==> src/design/buh_pkg.sv <==
// Shared types, codes and defaults for the bounded undo/redo history unit.
`timescale 1ns / 1ps

package buh_pkg;

    localparam int DEPTH_DEF      = 64;
    localparam int COORD_BITS_DEF = 8;
    localparam int LIMIT_W        = 7;
    localparam int FIELD_W        = 8;
    localparam int COUNT_W        = 7;
    localparam int FUNC_W         = 2;

    localparam logic [FUNC_W-1:0] FUNC_PUSH  = 2'd0;
    localparam logic [FUNC_W-1:0] FUNC_UNDO  = 2'd1;
    localparam logic [FUNC_W-1:0] FUNC_REDO  = 2'd2;
    localparam logic [FUNC_W-1:0] FUNC_CLEAR = 2'd3;

    typedef struct packed {
        logic push;
        logic pop;
        logic clear;
    } t_stack_cmd;

endpackage

==> src/design/buh_cell.sv <==
// One stack cell: holds a move and shifts it toward a neighbor on push or pop.
`timescale 1ns / 1ps

module buh_cell #(
    parameter int W = 4 * buh_pkg::COORD_BITS_DEF
) (
    input  logic         i_clk,
    input  logic         i_push,
    input  logic         i_pop,
    input  logic [W-1:0] i_from_prev,
    input  logic [W-1:0] i_from_next,
    output logic [W-1:0] o_data
);

    logic [W-1:0] r_data;
    logic [W-1:0] n_data;

    always_comb begin
        n_data = r_data;
        if (i_push) begin
            n_data = i_from_prev;
        end else if (i_pop) begin
            n_data = i_from_next;
        end
    end

    always_ff @(posedge i_clk) begin
        r_data <= n_data;
    end

    assign o_data = r_data;

endmodule

==> src/design/buh_stack.sv <==
// Bounded stack: a chain of cells with the newest entry in cell 0 and a fill count.
`timescale 1ns / 1ps

module buh_stack #(
    parameter int DEPTH = buh_pkg::DEPTH_DEF,
    parameter int W     = 4 * buh_pkg::COORD_BITS_DEF,
    parameter int CW    = $clog2(DEPTH + 1)
) (
    input  logic               i_clk,
    input  logic               i_rst_n,
    input  buh_pkg::t_stack_cmd i_cmd,
    input  logic [W-1:0]       i_push_data,
    input  logic [CW-1:0]      i_lim,
    output logic [W-1:0]       o_top,
    output logic [CW-1:0]      o_fill,
    output logic [CW-1:0]      o_next_fill
);

    logic [W-1:0]  w_data [DEPTH];
    logic [CW-1:0] r_fill;
    logic [CW-1:0] n_fill;
    logic [CW-1:0] w_base;

    for (genvar g = 0; g < DEPTH; g++) begin : g_cell
        logic [W-1:0] w_prev;
        logic [W-1:0] w_next;
        if (g == 0) begin : g_first
            assign w_prev = i_push_data;
        end else begin : g_mid
            assign w_prev = w_data[g-1];
        end
        if (g == DEPTH - 1) begin : g_last
            assign w_next = '0;
        end else begin : g_inner
            assign w_next = w_data[g+1];
        end
        buh_cell #(.W(W)) u_cell (
            .i_clk      (i_clk),
            .i_push     (i_cmd.push),
            .i_pop      (i_cmd.pop),
            .i_from_prev(w_prev),
            .i_from_next(w_next),
            .o_data     (w_data[g])
        );
    end

    // Clamp to the current limit every cycle so a limit write trims the count.
    always_comb begin
        w_base = (r_fill > i_lim) ? i_lim : r_fill;
        n_fill = w_base;
        if (i_cmd.clear) begin
            n_fill = '0;
        end else if (i_cmd.push) begin
            n_fill = (w_base < i_lim) ? w_base + CW'(1) : i_lim;
        end else if (i_cmd.pop) begin
            n_fill = w_base - CW'(1);
        end
    end

    always_ff @(posedge i_clk) begin
        if (!i_rst_n) begin
            r_fill <= '0;
        end else begin
            r_fill <= n_fill;
        end
    end

    assign o_top       = w_data[0];
    assign o_fill      = r_fill;
    assign o_next_fill = n_fill;

endmodule

==> config.mk <==
export PLATFORM = sky130hd
export DESIGN_NAME = buh_stack
export DESIGN_NICKNAME = d
export VERILOG_FILES = /design/src/design/buh_pkg.sv /design/src/design/buh_cell.sv /design/src/design/buh_stack.sv
export SDC_FILE = /design/constraint.sdc
export NUM_CORES = 2
export LEC_CHECK = 0
export BUFFER_PORTS_ARGS = -buffer_cell sky130_fd_sc_hd__buf_2
export CORE_MARGIN = 2
export CORE_UTILIZATION = 35
export DETAILED_ROUTE_END_ITERATION = 8
export GPL_TIMING_DRIVEN = 0
export HOLD_SLACK_MARGIN = 0.1
export PLACE_DENSITY_LB_ADDON = 0.15
export SETUP_SLACK_MARGIN = 0.3
export SLEW_MARGIN = 15
export SYNTH_ARGS = -nofsm -noshare
export SYNTH_HDL_FRONTEND = slang
export SYNTH_SLANG_ARGS = --single-unit
==> constraint.sdc <==
create_clock -name i_clk -period 34.3 [get_ports i_clk]
set_input_delay 6.86 -clock i_clk [delete_from_list [all_inputs] [get_ports i_clk]]
set_output_delay 6.86 -clock i_clk [all_outputs]
set_load 0.01 [all_outputs]
; ---- Yosys cells after proc, flatten, opt, wreduce, memory -nomap -nowiden
; Index checks and enable logic that the tools add are counted.
[word_totals]
reg_bits = 2055
elab_cells = 203
[op_classes]
mux = 133
n_lt_le_gt_ge = 2
addsub = 2
reduce_logical = 1
[ops]
columns = operator, count
row1 = 32-bit 2-to-1 mux, 128
row2 = 7-bit 2-to-1 mux, 5
row3 = "7-bit by 1-bit adder with 7-bit output, second input constant", 1
row4 = 7-bit > comparator, 1
row5 = 7-bit < comparator, 1
row6 = "7-bit by 1-bit subtractor with 7-bit output, second input constant", 1
row7 = 2-bit nonzero test, 1

; ---- Logic depth before layout (Yosys ltp)
[logic_depth]
word_depth = 6
mapped_depth = 17
depth_no_buf = 15

; ---- Modules after synthesis
; From an unflattened synthesis, not the netlist that was laid out.
[unflattened]
hier_cells = 4583
hier_area_um2 = 97701.2
[by_module_without_submodules]
columns = module, instances, seq_area_each_um2, cells_per_inst, area_each_um2
row1 = buh_cell, 64, 960.9, 69, 1507.7
row2 = buh_stack, 1, 140.1, 167, 1208.7

; ---- Worst setup path before layout
; OpenSTA, ideal clock, no wires.
[synth_path]
path_type = input to register
start = in i_cmd[2] (netlist name)
end = reg g_cell[0].u_cell.r_data[0] (enable)
n_path_buf = 3
required_time_ns = 32.697
path_slack_ns = 0.840
stages = 4
arrival_ns = 31.857
path_cell_list = buf_2 clkbuf_1 clkbuf_1 or2_2
[synth_via]
elab_chain_cells = 1
[synth_lines]
columns = item, line_no
row1 = start: declaration, buh_stack.sv:11  ; input buh_pkg::t_stack_cmd i_cmd,
row2 = 2-bit nonzero test (no source line), n/a
row3 = end signal: assignment, buh_cell.sv:28  ; r_data <= n_data;
row4 = end: declaration, buh_cell.sv:15  ; logic [W-1:0] r_data;
; No other way between the ends.
; A chain may end at the register's enable or synchronous reset.

; ---- Final worst setup path
[layout_path]
start = in i_lim[2]
end = out o_next_fill[4]
[layout_via]
elab_chain_cells = 6
[layout_lines]
columns = item, line_no
row1 = start: declaration, buh_stack.sv:13  ; input logic [CW-1:0] i_lim,
row2 = 7-bit > comparator, buh_stack.sv:49  ; w_base = (r_fill > i_lim) ? i_lim : r_fill;
row3 = 7-bit 2-to-1 mux, buh_stack.sv:49
row4 = 7-bit by 1-bit subtractor with 7-bit output (tied with other cells), buh_stack.sv:56  ; n_fill = w_base - CW'(1);
row5 = "7-bit 2-to-1 mux, on equally long branches", "buh_stack.sv:55, buh_stack.sv:54"
row6 = 7-bit 2-to-1 mux (*), buh_stack.sv:53  ; end else if (i_cmd.push) begin
row7 = 7-bit 2-to-1 mux (*), buh_stack.sv:51  ; if (i_cmd.clear) begin
row8 = end: declaration, buh_stack.sv:16  ; output logic [CW-1:0] o_next_fill
; Mark *: on every way between the ends. The rest lies on a longest branch, timed or not.

==> flow_summary.toml <==
[run_status]
outcome = "finished, final reports clean"

[worst_setup_path]
timing_worst_setup_path_type = "in2out"
worst_setup_path_startpoint = "i_lim[2]"
r2r-start = "o_fill[2]"
critPathMaxStageDelay_ps = 460
worst_ep_required_time_ps = 27440
timing.critical_path.to_type = "output pin"
path_max_fanout = 10
critical_path.cell_chain = "buf_2, inv_1, ha_1, nand3b_1, a21oi_2, o31a_4, buf_6, mux2i_1, inv_1, ha_1, nand4_1, nor2_1, nand2_1, o21ai_0, buf_4, nand2_1, o311a_1, nor3_1, buf_2"
worstPathArrival_ps = 10810
cell_type_of_the_slowest_stage_on_the_worst_timing_path = "o21ai_0"
worstSetupStartpointType = "primary input"

[synth]
synth.net_count = 4536
ys_ff_latch = 2055
synthDominantCellAreaShare_pct = 71.1
synth_top_family_by_area = "multiplexers"
synthSimpleGateAreaFrac_pct = 0.566
synth.area.mux_share_pct = 26.5
synth.distinct_cells = 45
synth_top_cells_by_area = "edfxtp_1, mux2_2, clkbuf_1"
syn-cell-area_um2 = 86500
synth-seq-area-share_pct = 71.3
yosys_warnings = 0
post_synth_fa_ha_maj_area_fraction_pct = 0.217
synth_flop_cell = "edfxtp_1"
synth_compound_gate_area_share_pct = 0.253
syn_avg_cell_area_um2 = 19.3
synthesis.instances = 4477
async_reset_ff_share_pct = 0
synth_top_area_cell = "edfxtp_1"
synth-xor-area-share_pct = 0.101
synth_edf_count = 2048

[floorplanning]
floorplan.die.width_um = 501
core_area_um2 = 246000
floorplan.die_area_um2 = 251000
dieHeight_um = 501
number_of_placement_rows = 182
floorplan.initialDensity_pct = 35.2
io-pin-count = 90

[sta]
final_hold_viol_count = 0
timing.final.setup_violations = 0
timing.clock.skew_ps = 18.6
totalNegativeSetupSlack_ps = 0
post-route-period-util_pct = 51.5
max-slew-margin-rel_pct = 27.6
finalHoldWorstSlack_ps = 545
fmax_mhz = 56.6
setup_repair_after_global_routing_missed_its_margin = "false"
layout_min_cycle_time_ps = 17670
timing_max_transition_violations_final = 0
timing_worst_slew_pin_value_ps = 1090

[power_and_ir_drop]
comb_power_share_pct = 9.9
power.share.switching_pct = 23.1
worst_ir_drop_vdd_uv = 54.8
cell_internal_power_mw = 4.97
p_switching_mw = 1.49
power_density_nw_per_um2 = 65.6
power_frac_clock_pct = 33.7
seq_power_share_pct = 56.4
power.leakage_nw = 34.0

[grt]
grt_first_pass_wirelength_mm = 259
grt_max_degree = 60
grt_overflow_total = 0
grt_pass1_vias = 41086
grt_util_all_layers_pct = 13.2
antenna_found_initial = 13

[placed_design]
post-place-cells = 7825
place_congestion = 0.721
io_buffers = 87
placed_cell_area_um2 = 92000
dpl.hpwl_mm = 117

[run]
number_of_max_cap_violations = 0

[routing]
ant_nets = 0
drt-initial-drc-count = 3012
detail_route.drc_violations = 0
route.detailed.wl_per_inst_um = 20.6
viasPerCell = 4.85
drt_wl_total_mm = 169
dr_pass1_iterations = 5
detailroute.via_count = 39931

[clock_network]
postCtsHoldBufs = 0
clk-insertion-delay-late_ps = 850
cts-root-buf = "clkbuf_16"
post_cts_repair_resize_count = 0
postCtsSetupRepairBufs = 0
cts_max_level = 4
ctsLongestPathBuffers = 3
clkSinkCount = 2055
clk_pin_slew_ps = 60
numCtsBuffers = 215
clock_tree_from_tritoncts = "yes"

[min_path]
min-delay-start = "g_cell[63].u_cell.o_data[8]"
holdCritPathClass = "reg2reg"

[final_layout]
final_net_count = 4881
share_of_cells_above_drive_strength_1_pct = 48.7
area_added_between_synthesis_and_finish_pct = 13.9
non_filler_cells_final = 8230
final_design_area_no_fill_um2 = 98500
fillers = 22271
-- worst max-delay path: cells and delay by family --
family,cells,cell delay [ps]
and+or+nand+nor,6,770
buffers and inverters,6,1040
muxes,1,410
AOI/OAI and AO/OA,4,1070
adders and majority gates,2,670
-- path summary, 6_finish.rpt --
path | to | slack (ps) | cells after the start
hold reg to reg | g_cell[62].u_cell.o_data[8] | 550 | 1
setup reg to reg | o_fill[3] | 30220 | 16
hold / removal | g_cell[62].u_cell.o_data[8] | 550 | 1
setup / recovery | o_next_fill[4] | 16630 | 19
-- layer usage --
layer | up-vias | share of wire [%] | track usage, %
li1 | 18468 | - | -
met1 | 20683 | 48 | 18.7
met2 | 559 | 47 | 21.2
met3 | 221 | 3.3 | 2.09
met4 | 0 | 1.9 | 3.53
met5 | - | 0 | 0
-- flip-flops by register name, summed over array words and instances, names as in the netlist --
register              flops
g_cell.u_cell.o_data   2048
o_fill                    7
-- power groups by stage --
| stage | clock network [mW] | logic (mW) | registers, mW |
|---|---|---|---|
| 4_1_cts | 2.26 | 0.648 | 3.66 |
| 6_report | 2.17 | 0.639 | 3.65 |
| 5_1_grt | 2.35 | 0.699 | 3.71 |
| 2_1_floorplan | 0 | 0.530 | 3.64 |
| 3_5_place_dp | 0 | 0.645 | 3.71 |
| 3_3_place_gp | 0 | 0.604 | 3.88 |
-- Yosys cell counts, types with 2 or more instances --
library cell	instances
nor2_1	14
mux2i_1	11
a211oi_1	3
o211a_1	2
nor3_1	9
and3_1	2
o21ai_0	4
mux2i_4	2
clkbuf_1	224
nor4b_1	2
mux2_2	2020
nand4_1	2
edfxtp_1	2048
nand2_1	14
nand3_1	9
clkbuf_8	2
xor2_1	3
dfxtp_1	7
and2_1	33
ha_1	15
xnor2_1	7
inv_1	13
a21oi_1	8
a21oi_2	2
-- kinds of logic after synthesis --
group | Yosys count
simple gates | 91
flops | 2055
xor+xnor | 10
fa+ha+maj | 15
buf+inv | 245
mux | 2033
compound gates | 28
-- area by class of cell --
cell class / instances / area [um^2] / area share [%]
diodes: 3 / 7.51 / 0.00762
plain buffers: 232 / 921 / 0.935
clock buffers: 278 / 5660 / 5.74
clock inverters: 124 / 815 / 0.827
inverters: 13 / 48.8 / 0.0495
multi-input cells: 2177 / 23900 / 24.2
flip-flops and latches: 2055 / 61600 / 62.6
well taps: 3220 / 4030 / 4.09
repair buffers: 128 / 1520 / 1.54
-- through the flow --
| step | power (mW) | util [%] | setup WS, ps |
|---|---|---|---|
| 3_3_place_gp | 4.48 | 37.0 | -11950 |
| 3_5_place_dp | 4.35 | 37.4 | 16660 |
| 6_report | 6.46 | 40.1 | 16630 |
| 4_1_cts | 6.57 | 40.1 | 16650 |
| 5_1_grt | 6.76 | 40.1 | 16360 |
| 2_1_floorplan | 4.17 | - | 840 |
-- cells in the final DEF, fill, tap and decap left out, types with 4 or more instances in the layout --
cell,instances
a21oi_1,8
and2_1,33
buf_12,6
buf_16,35
buf_2,88
bufinv_16,5
clkbuf_1,285
clkbuf_16,217
clkinv_1,65
clkinv_2,37
dfxtp_1,7
edfxtp_1,2048
ha_1,15
inv_1,13
inv_16,4
inv_6,6
mux2_2,2020
mux2i_1,11
nand2_1,14
nand3_1,9
nor2_1,14
nor3_1,9
o21ai_0,4
xnor2_1,7
Power figures use the tool's default switching activity.
